==> src/design/bdq_pkg.sv <==
// ----------------------------------------------------------------------------
// bdq_pkg
// Shared types and codes for the bounded deque: operation kinds, result
// status codes, controller states and the controller/datapath command and
// status groups.
// ----------------------------------------------------------------------------
`default_nettype none

package bdq_pkg;

    // operation kinds carried in one input word
    localparam logic [2:0] KIND_CREATE     = 3'd0;
    localparam logic [2:0] KIND_PUSH_FRONT = 3'd1;
    localparam logic [2:0] KIND_PUSH_BACK  = 3'd2;
    localparam logic [2:0] KIND_POP_FRONT  = 3'd3;
    localparam logic [2:0] KIND_POP_BACK   = 3'd4;
    localparam logic [2:0] KIND_DUMP       = 3'd5;

    // result status codes
    localparam logic [1:0] STATUS_OK    = 2'd0;
    localparam logic [1:0] STATUS_EMPTY = 2'd1;
    localparam logic [1:0] STATUS_FULL  = 2'd2;

    // controller states
    typedef enum logic [1:0] {
        ST_IDLE,
        ST_EXEC,
        ST_READ,
        ST_OUT
    } t_state;

    // controller to datapath
    typedef struct packed {
        logic capture;    // latch the input word
        logic execute;    // apply the operation to the queue
        logic load_read;  // move read data into the result register
        logic dump_next;  // step the dump to the next entry
    } t_dp_cmd;

    // datapath to controller
    typedef struct packed {
        logic kind_valid; // kind is a defined operation
        logic needs_read; // operation returns a stored entry
        logic more_dump;  // dump has entries left after the current word
    } t_dp_stat;

endpackage

`default_nettype wire

==> src/design/bounded_deque_top.sv <==
// ----------------------------------------------------------------------------
// bounded_deque_top
// Double-ended queue of signed 32-bit words in a ring buffer of DEPTH
// entries, with clear-and-create, push and pop at both ends, and dump.
// ----------------------------------------------------------------------------
// Usage:
//   Input channel i_valid/o_ready carries one operation word (i_kind,
//   i_value); output channel o_valid/i_ready carries result words
//   (o_status, o_result_value, o_last), o_last marking the final word of
//   an operation.
//   One operation is in flight at a time; o_ready is high only while idle.
//   Create and push: the word is captured and executed, then its result shown.
//   Pop: captured and executed, then the entry read (registered memory read)
//   is loaded into the result. Pop or dump of an empty queue answers like a push.
//   Dump: one word per stored entry, each read through the single read port
//   of the entry memory and the registered result stage.
//   Kinds 6 and 7 are dropped with no result.
//   Reset empties the queue at once; there is no clearing pass, entries are
//   only read after being written.
//   A stalled receiver holds the result word in place and the block takes
//   no new operation until the final word of the current one is taken.
// ----------------------------------------------------------------------------
`default_nettype none

module bounded_deque_top import bdq_pkg::*; #(
    parameter int DEPTH = 16
) (
    input  wire logic               i_clk,
    input  wire logic               i_rst_n,
    input  wire logic               i_valid,
    output logic                    o_ready,
    input  wire logic [2:0]         i_kind,
    input  wire logic signed [31:0] i_value,
    output logic                    o_valid,
    input  wire logic               i_ready,
    output logic [1:0]              o_status,
    output logic signed [31:0]      o_result_value,
    output logic                    o_last
);

    t_dp_cmd  dp_cmd;
    t_dp_stat dp_stat;

    // sequencing
    bdq_ctrl u_ctrl (
        .i_clk   (i_clk),
        .i_rst_n (i_rst_n),
        .i_valid (i_valid),
        .o_ready (o_ready),
        .o_valid (o_valid),
        .i_ready (i_ready),
        .i_stat  (dp_stat),
        .o_cmd   (dp_cmd)
    );

    // storage and result path
    bdq_dp #(
        .DEPTH (DEPTH)
    ) u_dp (
        .i_clk          (i_clk),
        .i_rst_n        (i_rst_n),
        .i_cmd          (dp_cmd),
        .o_stat         (dp_stat),
        .i_kind         (i_kind),
        .i_value        (i_value),
        .o_status       (o_status),
        .o_result_value (o_result_value),
        .o_last         (o_last)
    );

endmodule

`default_nettype wire

==> src/design/bdq_dp.sv <==
// ----------------------------------------------------------------------------
// bdq_dp
// Datapath of the bounded deque: ring buffer storage, front index, entry
// count, dump cursor and the result register.
// ----------------------------------------------------------------------------
`default_nettype none

module bdq_dp import bdq_pkg::*; #(
    parameter int DEPTH = 16
) (
    input  wire logic               i_clk,
    input  wire logic               i_rst_n,
    input  wire t_dp_cmd            i_cmd,
    output t_dp_stat                o_stat,
    input  wire logic [2:0]         i_kind,
    input  wire logic signed [31:0] i_value,
    output logic [1:0]              o_status,
    output logic signed [31:0]      o_result_value,
    output logic                    o_last
);

    localparam int IW = $clog2(DEPTH);
    localparam int CW = $clog2(DEPTH + 1);
    localparam int SW = CW + 1;
    localparam logic [CW-1:0] COUNT_FULL = CW'(DEPTH);
    localparam logic [IW-1:0] IDX_MAX    = IW'(DEPTH - 1);

    // index arithmetic modulo the depth; the sum stays below twice the depth
    function automatic logic [IW-1:0] wrap_add(input logic [IW-1:0] base,
                                               input logic [CW-1:0] off);
        logic [SW-1:0] sum;
        sum = SW'(base) + SW'(off);
        if (sum >= SW'(DEPTH)) begin
            sum = sum - SW'(DEPTH);
        end
        return sum[IW-1:0];
    endfunction

    logic signed [31:0] r_mem [DEPTH];

    logic [2:0]         r_kind;
    logic signed [31:0] r_value_in;
    logic [IW-1:0]      r_front, n_front;
    logic [CW-1:0]      r_count, n_count;
    logic [CW-1:0]      r_dump_cnt, n_dump_cnt;
    logic [IW-1:0]      r_rd_ptr, n_rd_ptr;
    logic signed [31:0] r_rd_data;
    logic [1:0]         r_res_status, n_res_status;
    logic signed [31:0] r_res_value, n_res_value;
    logic               r_res_last, n_res_last;

    logic               wr_en;
    logic [IW-1:0]      wr_addr;
    logic               rd_en;
    logic               q_empty;
    logic               q_full;
    logic [IW-1:0]      front_dec;
    logic [IW-1:0]      front_inc;
    logic [IW-1:0]      ptr_inc;
    logic [IW-1:0]      back_wr;
    logic [IW-1:0]      back_rd;
    logic [CW-1:0]      dump_seen;

    // queue occupancy and neighbor indexes
    assign q_empty   = (r_count == '0);
    assign q_full    = (r_count == COUNT_FULL);
    assign front_dec = (r_front == '0) ? IDX_MAX : r_front - 1'b1;
    assign front_inc = (r_front == IDX_MAX) ? '0 : r_front + 1'b1;
    assign ptr_inc   = (r_rd_ptr == IDX_MAX) ? '0 : r_rd_ptr + 1'b1;
    assign back_wr   = wrap_add(r_front, r_count);
    assign back_rd   = wrap_add(r_front, r_count - 1'b1);
    assign dump_seen = r_dump_cnt + 1'b1;

    // status toward the controller
    assign o_stat.kind_valid = (r_kind <= KIND_DUMP);
    assign o_stat.needs_read = (r_kind inside {KIND_POP_FRONT, KIND_POP_BACK, KIND_DUMP})
                               && !q_empty;
    assign o_stat.more_dump  = (r_kind == KIND_DUMP) && (r_res_status == STATUS_OK)
                               && !r_res_last;

    // operation decode and next values
    always_comb begin
        n_front      = r_front;
        n_count      = r_count;
        n_dump_cnt   = r_dump_cnt;
        n_rd_ptr     = r_rd_ptr;
        n_res_status = r_res_status;
        n_res_value  = r_res_value;
        n_res_last   = r_res_last;
        wr_en        = 1'b0;
        wr_addr      = r_front;
        rd_en        = 1'b0;

        if (i_cmd.execute) begin
            n_res_status = STATUS_OK;
            n_res_value  = '0;
            n_res_last   = 1'b1;
            case (r_kind)
                KIND_CREATE: begin
                    n_front = '0;
                    n_count = CW'(1);
                    wr_en   = 1'b1;
                    wr_addr = '0;
                end
                KIND_PUSH_FRONT, KIND_PUSH_BACK: begin
                    if (q_full) begin
                        n_res_status = STATUS_FULL;
                    end else begin
                        wr_en   = 1'b1;
                        n_count = r_count + 1'b1;
                        if (r_kind == KIND_PUSH_FRONT) begin
                            n_front = front_dec;
                            wr_addr = front_dec;
                        end else begin
                            wr_addr = back_wr;
                        end
                    end
                end
                KIND_POP_FRONT, KIND_POP_BACK: begin
                    if (q_empty) begin
                        n_res_status = STATUS_EMPTY;
                    end else begin
                        rd_en   = 1'b1;
                        n_count = r_count - 1'b1;
                        if (r_kind == KIND_POP_FRONT) begin
                            n_rd_ptr = r_front;
                            n_front  = front_inc;
                        end else begin
                            n_rd_ptr = back_rd;
                        end
                    end
                end
                KIND_DUMP: begin
                    if (q_empty) begin
                        n_res_status = STATUS_EMPTY;
                    end else begin
                        rd_en      = 1'b1;
                        n_rd_ptr   = r_front;
                        n_dump_cnt = '0;
                    end
                end
                default: begin
                end
            endcase
        end

        // entry read back: pops give one word, dumps mark the final entry
        if (i_cmd.load_read) begin
            n_res_status = STATUS_OK;
            n_res_value  = r_rd_data;
            n_res_last   = (r_kind == KIND_DUMP) ? (dump_seen == r_count) : 1'b1;
        end

        // next dump entry
        if (i_cmd.dump_next) begin
            n_dump_cnt = dump_seen;
            n_rd_ptr   = ptr_inc;
            rd_en      = 1'b1;
        end
    end

    // ring buffer storage with registered read
    always_ff @(posedge i_clk) begin
        if (wr_en) begin
            r_mem[wr_addr] <= r_value_in;
        end
        if (rd_en) begin
            r_rd_data <= r_mem[n_rd_ptr];
        end
    end

    // queue pointers
    always_ff @(posedge i_clk) begin
        if (!i_rst_n) begin
            r_front    <= '0;
            r_count    <= '0;
            r_kind     <= KIND_CREATE;
            r_dump_cnt <= '0;
            r_rd_ptr   <= '0;
        end else begin
            r_front    <= n_front;
            r_count    <= n_count;
            r_dump_cnt <= n_dump_cnt;
            r_rd_ptr   <= n_rd_ptr;
            if (i_cmd.capture) begin
                r_kind <= i_kind;
            end
        end
    end

    // input value and result payload
    always_ff @(posedge i_clk) begin
        if (i_cmd.capture) begin
            r_value_in <= i_value;
        end
        r_res_status <= n_res_status;
        r_res_value  <= n_res_value;
        r_res_last   <= n_res_last;
    end

    assign o_status       = r_res_status;
    assign o_result_value = r_res_value;
    assign o_last         = r_res_last;

endmodule

`default_nettype wire

==> src/design/bdq_ctrl.sv <==
// ----------------------------------------------------------------------------
// bdq_ctrl
// Controller of the bounded deque: sequences capture, execution, entry
// read and result handshake for one input word at a time.
// ----------------------------------------------------------------------------
`default_nettype none

module bdq_ctrl import bdq_pkg::*; (
    input  wire logic     i_clk,
    input  wire logic     i_rst_n,
    input  wire logic     i_valid,
    output logic          o_ready,
    output logic          o_valid,
    input  wire logic     i_ready,
    input  wire t_dp_stat i_stat,
    output t_dp_cmd       o_cmd
);

    t_state r_state, n_state;

    // state register
    always_ff @(posedge i_clk) begin
        if (!i_rst_n) begin
            r_state <= ST_IDLE;
        end else begin
            r_state <= n_state;
        end
    end

    // next state
    always_comb begin
        n_state = r_state;
        case (r_state)
            ST_IDLE: begin
                if (i_valid) begin
                    n_state = ST_EXEC;
                end
            end
            ST_EXEC: begin
                if (!i_stat.kind_valid) begin
                    n_state = ST_IDLE;
                end else if (i_stat.needs_read) begin
                    n_state = ST_READ;
                end else begin
                    n_state = ST_OUT;
                end
            end
            ST_READ: begin
                n_state = ST_OUT;
            end
            ST_OUT: begin
                if (i_ready) begin
                    n_state = i_stat.more_dump ? ST_READ : ST_IDLE;
                end
            end
            default: begin
                n_state = ST_IDLE;
            end
        endcase
    end

    // outputs and datapath commands
    always_comb begin
        o_ready = 1'b0;
        o_valid = 1'b0;
        o_cmd   = '0;
        case (r_state)
            ST_IDLE: begin
                o_ready       = 1'b1;
                o_cmd.capture = i_valid;
            end
            ST_EXEC: begin
                o_cmd.execute = 1'b1;
            end
            ST_READ: begin
                o_cmd.load_read = 1'b1;
            end
            ST_OUT: begin
                o_valid         = 1'b1;
                o_cmd.dump_next = i_ready && i_stat.more_dump;
            end
            default: begin
            end
        endcase
    end

endmodule

`default_nettype wire

==> config.mk <==
export PLATFORM = sky130hd
export DESIGN_NAME = bounded_deque_top
export DESIGN_NICKNAME = d
export VERILOG_FILES = /design/src/design/bdq_pkg.sv /design/src/design/bounded_deque_top.sv /design/src/design/bdq_dp.sv /design/src/design/bdq_ctrl.sv
export SDC_FILE = /design/constraint.sdc
export NUM_CORES = 1
export LEC_CHECK = 0
export ABC_AREA = 1
export BUFFER_PORTS_ARGS = -buffer_cell sky130_fd_sc_hd__buf_2
export CORE_ASPECT_RATIO = 0.6
export CORE_MARGIN = 2
export CORE_UTILIZATION = 62
export CTS_CLUSTER_DIAMETER = 40
export DETAILED_ROUTE_END_ITERATION = 8
export PLACE_DENSITY = 0.85
export SYNTH_ARGS = -nofsm -noshare
export SYNTH_HDL_FRONTEND = slang
export SYNTH_SLANG_ARGS = --single-unit
==> constraint.sdc <==
create_clock -name i_clk -period 3.7 [get_ports i_clk]
set_input_delay 0.555 -clock i_clk [delete_from_list [all_inputs] [get_ports i_clk]]
set_output_delay 0.555 -clock i_clk [all_outputs]
set_load 0.05 [all_outputs]
After elaboration in Yosys (flattened, before gate mapping)
Memory sizes are Yosys's and may differ from the RTL's. A register that Yosys moved wholly into a read port is not among the register bits.
Index checks and enable logic that the tools add are counted.
- equal/unequal tests: 19
- multiplexer cells: 56
- order comparisons: 3
- reduce and logical (&&, ||, !) cells: 23
- $add $sub $neg: 10
- operator list (kind ; number):
    4-bit two-way mux ; 17
    32-bit two-way mux ; 2
    5-bit two-way mux ; 6
    1-bit two-way mux ; 19
    4-bit one-hot mux with 2 select lines ; 2
    5-bit one-hot mux with 3 select lines ; 1
    4-bit by 5-bit adder with 6-bit output ; 2
    6-bit by 5-bit greater-or-equal comparator with 1-bit output, second input constant ; 2
    4-bit one-hot mux with 3 select lines ; 1
    4-bit by 1-bit subtractor with 4-bit output, second input constant ; 3
    5-bit by 1-bit adder with 5-bit output, second input constant ; 2
    2-bit two-way mux ; 5
    2-bit inequality test, second input constant ; 5
    4-bit by 1-bit adder with 4-bit output, second input constant ; 2
    4-bit equality test, second input constant ; 2
    2-bit one-hot mux with 4 select lines ; 1
    3-bit by 2-bit equality test with 1-bit output, second input constant ; 2
    3-bit equality test, second input constant ; 2
    6-bit AND reduction ; 1
    2-bit nonzero test ; 3
    3-bit nonzero test ; 2
    5-bit equality test ; 1
    5-bit equality test, second input constant ; 1
    5-bit zero test ; 1
    18 further kinds ; 26
- input bits: 39
- memories kept: 1
- logic and storage cells: 122
- register bits after elaboration: 90
- memory bits (writable): 512
- output and inout bits: 37
- memory list (name ; depth ; width ; read ports ; clocked after Yosys merged registers in ; write ports ; line ; RTL):
    u_dp.r_mem ; 16 ; 32 ; 1 ; 1 ; 1 ; bdq_dp.sv:39 ; logic signed [31:0] r_mem [DEPTH];

Logic depth before layout (Yosys ltp)
Gate-level depths: netlist of the first run.
- depth in word-level cells: 9
- gate-level depth with buffers: 18
- depth with buffers taken out: 17

By module
From an unflattened synthesis of the first run, not the netlist that was laid out.
- cell total of the unflattened synthesis: 2671
- area total of the unflattened synthesis: 28250.8 µm²
- modules (own cells, without submodules) (module ; instances ; area each (µm²) ; sequential area each (µm²) ; cells each):
    bdq_dp ; 1 ; 28107.0 ; 18748.0 ; 2645
    bdq_ctrl ; 1 ; 143.9 ; 40.0 ; 26

Worst setup path before layout of the first run
Ideal clock, no wire load.
- kind: register to register
- start: reg u_dp.r_count[0]
- end: mem u_dp.r_mem[10][0], enable pin
- buffers on the path: 0
- clock period less this slack: 3411 ps
- required time: 3279 ps
- slack: 289 ps
- cell stages (with the launch flop): 9
- arrival: 2990 ps
- library setup time: 421 ps
- cells stage by stage: dfxtp_1 -> ha_1 -> fa_1 -> xor2_1 -> o211ai_1 -> o21ai_0 -> inv_1 -> nand2_1 -> nor2_1
- cells in the longest elaborated chain, start to end: 7
- elaborated cells between the ends (all ways): 14
- classes of those cells: add/sub (2); order compare (1); eq/ne (1); mux (10)
- ends and longest elaborated chain (element ; line ; RTL):
    start, declared ; bdq_dp.sv:44 ; logic [CW-1:0] r_count, n_count;
    start signal, assigned ; bdq_dp.sv:182 ; r_count <= n_count;
    4-bit by 5-bit adder with 6-bit output ; bdq_dp.sv:32 ; sum = SW'(base) + SW'(off);
    6-bit by 5-bit greater-or-equal comparator with 1-bit output or 4-bit by 1-bit subtractor with 4-bit output (tied branches) ; bdq_dp.sv:33, bdq_dp.sv:34 ;
    4-bit two-way mux ; bdq_dp.sv:33 ; if (sum >= SW'(DEPTH)) begin
    4-bit two-way mux ; bdq_dp.sv:111 ; if (r_kind == KIND_PUSH_FRONT) begin
    4-bit two-way mux ; bdq_dp.sv:106 ; if (q_full) begin
    4-bit one-hot mux with 2 select lines ; bdq_dp.sv:98 ; case (r_kind)
    4-bit two-way mux ; bdq_dp.sv:94 ; if (i_cmd.execute) begin
    end, declared ; bdq_dp.sv:39 ;
Several ways; a longest one is shown, not always the timed one.

Final worst setup path of the first run
- start: reg u_dp.r_count[0]
- end: reg u_dp.r_rd_data[31] (read register of u_dp.r_mem), data pin
- cells in the longest elaborated chain, start to end: 9
- elaborated cells between the ends (all ways): 16
- classes of those cells: add/sub (3); order compare (1); mux (11); reduce/logical (1)
- ends and longest elaborated chain (element ; line ; RTL):
    5-bit by 1-bit subtractor with 5-bit output ; bdq_dp.sv:71 ; assign back_rd = wrap_add(r_front, r_count - 1'b1);
    4-bit by 5-bit adder with 6-bit output ; bdq_dp.sv:32 ;
    6-bit by 5-bit greater-or-equal comparator with 1-bit output or 4-bit by 1-bit subtractor with 4-bit output (tied branches) ; bdq_dp.sv:33, bdq_dp.sv:34 ;
    4-bit two-way mux ; bdq_dp.sv:33 ;
    4-bit two-way mux ; bdq_dp.sv:125 ; if (r_kind == KIND_POP_FRONT) begin
    4-bit two-way mux ; bdq_dp.sv:120 ; if (q_empty) begin
    4-bit one-hot mux with 2 select lines ; bdq_dp.sv:98 ;
    4-bit two-way mux ; bdq_dp.sv:94 ;
    4-bit two-way mux ; bdq_dp.sv:155 ; if (i_cmd.dump_next) begin
    end, declared ; bdq_dp.sv:47 ; logic signed [31:0] r_rd_data;
Several ways; a longest one is shown, not always the timed one.
A chain may end at the register's enable or synchronous reset.

==> impl_metrics.csv, run 1 <==
group,metric,value,unit
outcome,status,"finished clean",
cts,clock-root-buffer,"clkbuf_16",
global_routing,grt-ovfl-total,0,
setup_path,cp-start-kind,"flip-flop",
setup_path,required,4.18,ns
layout,layout.nets,2679,
sta,maxSlewViolCount,0,
cts,clkTransAtPathRegs,0.06,ns
power,switching_share,0.3117,
cts,cts_buffers,57,
power,combPwrFrac,0.198,
worst_hold_path,hold_end,"u_dp.r_value_in[16]",
setup_path,cp-startpoint,"u_dp.r_count[0]",
logic_synthesis,syn_nets,2624,
global_routing,grt_first_pass_wirelength,107000,um
global_routing,grt_use_total,0.3006,
sta,worst_slew_pin_slew,1.102,ns
route,drc_errors,0,
sta,setup-tns-final,0,ns
flow_run,max_cap_viol_count,0,
logic_synthesis,yosysTopAreaCell,"edfxtp_1",
logic_synthesis,yosysUniqueCellTypes,44,
sta,fmax,286.4,MHz
logic_synthesis,synth_area_per_cell,10.81,um^2
floorplanning,fp.dieH,167.8,um
cts,clk_latency,0.63,ns
sta,finalCriticalPeriod,3.491,ns
floorplanning,die_w,277.0,um
power,leakagePower,12.81,nW
power,p_int,0.01244,W
route,wl_per_cell,21.62,um
setup_path,cp.arrival,3.97,ns
global_routing,antenna_found_initial,2,
logic_synthesis,synth_warnings,0,
floorplanning,design.die.area,0.04648,mm^2
logic_synthesis,synth_top_area_frac,0.6596,
route,wirelength,70030,um
logic_synthesis,synthTopCellsByArea,"edfxtp_1, nand3_1, nand2_1, inv_1, dfxtp_1",
route,drt_iter0_drc,3294,
route,firstDrtPassIters,7,
global_routing,grt_pass1_vias,18850,
power,p_clk_frac,0.313,
setup_path,reg2reg_to,"u_dp.r_rd_data[31]",
setup_path,crit_type,"flip-flop to flip-flop",
route,postRouteAntennaNets,0,
floorplanning,start_util,0.6344,
sta,setup_violations,0,
power,peakVddDrop,420.6,uV
logic_synthesis,async_flop_share,0,
worst_hold_path,hold_depth,1,
sta,rsz0062_at_grt,"no",
setup_path,r2r_slack,0.21,ns
setup_path,reg2reg_depth,15,
place,finalWeightedCongestion,0.9588,
cts,cts_buffer_depth,3,
setup_path,crit_fanout,40,
layout,final_common_cell,"nand3_1",
cts,htree_levels,2,
logic_synthesis,synthesis.instances,2566,
cts,cts_sinks,634,
global_routing,grt_max_degree,110,
worst_hold_path,min_path_type,"primary input to flip-flop",
route,vias,19510,
setup_path,rr_startpoint,"u_dp.r_count[0]",
sta,period_share,0.9436,
logic_synthesis,synth.ff_latch_count,634,
power,p_per_area,588.6,mW/mm^2
sta,relSlewSlack,0.2655,
setup_path,cp-end-kind,"flip-flop",
power,p_switching,0.005633,W
logic_synthesis,synth_edf_count,609,
power,seqPwrFrac,0.490,
place,io_buffer_count,75,
worst_hold_path,hp-start,"i_value[16]",
sta,finalHoldViolCount,0,
logic_synthesis,synth_seq_area_share,0.6776,
logic_synthesis,syn_area,0.02773,mm^2
floorplanning,core,0.04370,mm^2
floorplanning,ioPinCount,76,
layout,drive_gt1_frac,0.09925,
layout,final_cells,3239,
layout,area_growth,10.71,%
power,p_total,0.01807,W
cts,cts_tree,"yes",
logic_synthesis,synth_flop_cell,"edfxtp_1",
sta,finalClockSkew,0.02050,ns
floorplanning,num_rows,59,
layout,final_cell_mix,"nand3_1, edfxtp_1, nand2_1, inv_1, buf_2",
place,hpwl,39470,um
layout,antennaDiodeCount,0,
place,dp_cells,3129,
route,vias_per_cell,6.024,
[worst max path at each step]
stage / endpoint / slack, ns / cells past startpoint
2_1_floorplan: u_dp.r_mem[10][0] / 0.29 / 8
5_1_grt: u_dp.r_rd_data[31] / 0.02 / 15
3_3_place_gp: u_dp.r_mem[14][28] / 0.40 / 9
6_report: u_dp.r_rd_data[31] / 0.21 / 15
3_5_place_dp: u_dp.r_mem[14][28] / 0.27 / 9
4_1_cts: u_dp.r_mem[14][25] / 0.21 / 9
[cell type report]
class	instances	area, um^2
Sequential cell	634	18790
Fill cell	2916	13010
Multi-Input combinational cell	1351	6638
Inverter	440	1657
Clock buffer	65	1456
Timing Repair Buffer	137	1154
Tap cell	579	724.4
Clock inverter	33	279.0
[routing by layer]
| layer | track usage | wire [um] |
|---|---|---|
| met1 | 0.4319 | 27190 |
| met2 | 0.4677 | 32090 |
| met3 | 0.05995 | 8602 |
| met4 | 0.09924 | 2137 |
| met5 | 0 | 20 |
[critical path, cell delays in order, from the launching register on]
cell	delay (ns)
dfxtp_1	0.44
inv_1	0.17
ha_1	0.33
inv_1	0.07
fa_1	0.49
nand2_1	0.06
nand3_1	0.07
nand2_1	0.06
nand3_1	0.13
nand2_1	0.11
nand2_4	0.47
buf_4	0.41
nand3_1	0.16
nand3_1	0.11
nand3_1	0.14
nand2_1	0.12
[Yosys cell counts (all sizes together) (2+ instances only)]
cell type  number
nand3b         33
fa              2
nand2         523
a211oi          2
nand3         633
ha             17
edfxtp        609
o21a            2
nand4           4
dfxtp          25
nor2           46
o21ai          30
xor2           10
buf           130
inv           439
clkbuf         11
o211ai          4
o22ai           2
a21oi          26
nor3            3
xnor2           3
or2             2
a31oi           2
a21o            2
[registers in the layout, indices dropped and copies added (netlist names)]
signal,count
u_dp.r_front,4
u_dp.r_rd_ptr,4
u_dp.o_status,2
u_dp.r_rd_data,32
u_ctrl.r_state,2
u_dp.r_kind,3
u_dp.o_last,1
u_dp.r_count,5
u_dp.r_value_in,32
u_dp.o_result_value,32
u_dp.r_dump_cnt,5
u_dp.r_mem,512
[kinds of logic (layout without fill, tap and decap cells)]
| logic type | after synthesis | in the layout | synth area share |
|---|---|---|---|
| compound gates | 74 | 74 | 0.01539 |
| xor+xnor | 13 | 13 | 0.004107 |
| fa+ha+maj | 19 | 19 | 0.009115 |
| buf+inv | 581 | 675 | 0.08917 |
| flops | 634 | 634 | 0.6776 |
| simple gates | 1245 | 1245 | 0.2046 |
[stage by stage]
step                      hold slack, ns  worst slack [ns]  cell area, um^2    util
final                             0.1014            0.2087            30700  0.7024
after global routing             0.07490           0.02395            30700  0.7024
after CTS                        0.08139            0.2096            30610  0.7003
after detailed placement          0.4649            0.2728            28870  0.6606
after global placement            0.4591            0.4011            28870  0.6606
after floorplan                   0.4509            0.2887            27730       -
[timing repair]
item                                    in CTS  in global routing
hold buffers                                 0                  0
endpoints found under the setup margin       0                 22
resized for setup                            0                  0
setup buffers                                0                 12
[power groups by stage]
stage / Clock [W] / Sequential (W) / Combinational [W]
detailed placement: 0 / 0.00898 / 0.00346
global placement: 0 / 0.00896 / 0.00336
floorplan: 0 / 0.00914 / 0.00216
global route: 0.00598 / 0.00888 / 0.00387
finish: 0.00565 / 0.00885 / 0.00357
CTS: 0.00567 / 0.00884 / 0.00351
(Power assumes the default switching activity.)
==> run 2: changes to the inputs <==
--- a/config.mk
+++ b/config.mk
@@ -9,10 +9,10 @@
 export BUFFER_PORTS_ARGS = -buffer_cell sky130_fd_sc_hd__buf_2
 export CORE_ASPECT_RATIO = 0.6
 export CORE_MARGIN = 2
-export CORE_UTILIZATION = 62
+export CORE_UTILIZATION = 60
 export CTS_CLUSTER_DIAMETER = 40
 export DETAILED_ROUTE_END_ITERATION = 8
-export PLACE_DENSITY = 0.85
+export PLACE_DENSITY = 0.83
 export SYNTH_ARGS = -nofsm -noshare
 export SYNTH_HDL_FRONTEND = slang
 export SYNTH_SLANG_ARGS = --single-unit
==> run 2 against run 1 <==
Register-to-register slack better by 0.10 ns; largest power group unchanged; die area rose by 3.3%; critical path depth fell by 5; critical endpoint is now u_dp.r_mem[3][26]; sequential share of layout area rose by 0.12 points; wire length is 3.8% lower; final cell count rose by 1.0%.
==> impl_metrics.csv, run 2 (same netlist as run 1, synthesis figures left out) <==
group,metric,value,unit
power,combPwrFrac,0.193,
sta,setup_violations,0,
global_routing,grt_use_total,0.2832,
layout,antennaDiodeCount,0,
floorplanning,num_rows,60,
cts,clock-root-buffer,"clkbuf_16",
cts,clkTransAtPathRegs,0.07,ns
place,io_buffer_count,75,
sta,rsz0062_at_grt,"no",
sta,period_share,0.9164,
power,p_clk_frac,0.318,
layout,final_common_cell,"nand3_1",
cts,htree_levels,2,
place,hpwl,36530,um
flow_run,max_cap_viol_count,0,
global_routing,use_met1,0.4089,
route,wirelength,67370,um
power,p_per_area,587.8,mW/mm^2
layout,largest_reg_flops,512,
global_routing,grtUsageMet2,0.4311,
cts,postCtsResizedCells,0,
floorplanning,ioPinCount,76,
sta,fmax,294.9,MHz
sta,maxSlewViolCount,0,
layout,layout.nets,2664,
route,drc_errors,0,
setup_path,crit_chain,"nor2_2 > nor2_1 > inv_1 > o21ai_2 > nor2_1 > o21a_1 > inv_1 > nand2_1 > nor2_4 > buf_4",
cts,cts_sinks,634,
power,switching_share,0.3035,
route,wl_per_cell,20.59,um
layout,top_register,"u_dp.r_mem",
setup_path,required,3.98,ns
setup_path,cp.arrival,3.67,ns
route,vias,19150,
floorplanning,start_util,0.6135,
setup_path,slowest_delay,0.56,ns
power,p_switching,0.005466,W
floorplanning,fp.dieH,170.5,um
global_routing,grt-ovfl-total,0,
layout,drive_gt1_frac,0.09389,
worst_hold_path,min_path_type,"primary input to flip-flop",
cts,postCtsSetupRepairBufs,0,
layout,final_core_util,0.6779,
floorplanning,die_w,281.5,um
cts,clk_latency,0.61,ns
route,postRouteAntennaNets,0,
cts,cts_buffer_depth,3,
cts,cts_hold_buf,0,
sta,relSlewSlack,0.2343,
global_routing,grt_pass1_vias,18480,
place,finalWeightedCongestion,0.8874,
sta,worst_slew_pin_slew,1.147,ns
global_routing,antenna_found_initial,0,
layout,final_cell_mix,"nand3_1, edfxtp_1, nand2_1, inv_1, buf_2",
global_routing,grt.busiest_layer,"met2",
power,leakagePower,12.74,nW
power,p_int,0.01254,W
sta,finalHoldViolCount,0,
power,seqPwrFrac,0.489,
setup_path,cp-start-kind,"flip-flop",
setup_path,crit_type,"flip-flop to flip-flop",
power,peakVddDrop,559.8,uV
global_routing,grt_first_pass_wirelength,103700,um
outcome,status,"finished clean",
layout,area_growth,10.50,%
setup_path,cp-end-kind,"flip-flop",
sta,finalCriticalPeriod,3.391,ns
sta,setup-tns-final,0,ns
cts,cts_buffers,57,
cts,cts_tree,"yes",
global_routing,grt_util_met3,0.07319,
route,drt_iter0_drc,2331,
floorplanning,core,0.04519,mm^2
route,vias_per_cell,5.854,
setup_path,slowest_stage,"nor2_4",
route,firstDrtPassIters,6,
global_routing,grt_max_degree,146,
floorplanning,design.die.area,0.04800,mm^2
setup_path,crit_fanout,14,
sta,finalClockSkew,0.02843,ns
==> run 2: metal layers <==
layer / part of all wire / routed length [um] / vias to the layer above
met3: 0.12 / 8360 / 142
li1: - / - / 8682
met5: 0 / 0 / -
met4: 0.025 / 1684 / 0
met1: 0.40 / 27270 / 9128
met2: 0.45 / 30060 / 1201
==> run 2: final cells by class <==
type	instances	area, um^2
Sequential cell	634	18790
Fill cell	3141	14560
Multi-Input combinational cell	1351	6638
Inverter	440	1657
Clock buffer	68	1468
Timing Repair Buffer	122	1003
Tap cell	620	775.7
Clock inverter	37	309.0
==> run 2: per-stage QoR <==
| step | total power [W] | std cells | cell area, um^2 | hold slack [ns] | setup WS, ns |
|---|---|---|---|---|---|
| 2_1_floorplan | 0.01130 | 2566 | 27730 | 0.4509 | 0.2887 |
| 3_3_place_gp | 0.01222 | 3167 | 28860 | 0.4613 | 0.4994 |
| 3_5_place_dp | 0.01235 | 3167 | 28860 | 0.4874 | 0.3957 |
| 4_1_cts | 0.01799 | 3272 | 30640 | 0.1062 | 0.3814 |
| 5_1_grt | 0.01870 | 3272 | 30640 | 0.09747 | 0.08962 |
| 6_report | 0.01801 | 3272 | 30640 | 0.1207 | 0.3093 |
==> run 2: critical path: cells and delay by family, from the launching register on <==
kind | cells | cell delay, ns
buffers and inverters | 3 | 0.67
flip-flops | 1 | 0.51
AND/OR/NAND/NOR | 5 | 1.39
AO/OA/AOI/OAI | 2 | 0.50
==> run 2: worst paths after layout <==
| path | cells after the start | endpoint | slack [ns] | from |
|---|---|---|---|---|
| setup reg to reg | 10 | u_dp.r_mem[3][26] | 0.31 | u_dp.r_kind[1] |
| hold reg to reg | 2 | u_dp.r_dump_cnt[1] | 0.50 | u_dp.r_dump_cnt[1] |
| setup / recovery | 10 | u_dp.r_mem[3][26] | 0.31 | u_dp.r_kind[1] |
| hold / removal | 1 | u_dp.r_value_in[21] | 0.12 | i_value[21] |
==> run 2: power groups by stage <==
stage / clock (W) / sequential (W) / combinational (W)
floorplan: 0 / 0.00914 / 0.00216
global placement: 0 / 0.00892 / 0.00330
detailed placement: 0 / 0.00895 / 0.00340
CTS: 0.00576 / 0.00880 / 0.00343
global route: 0.00607 / 0.00885 / 0.00377
finish: 0.00573 / 0.00881 / 0.00347
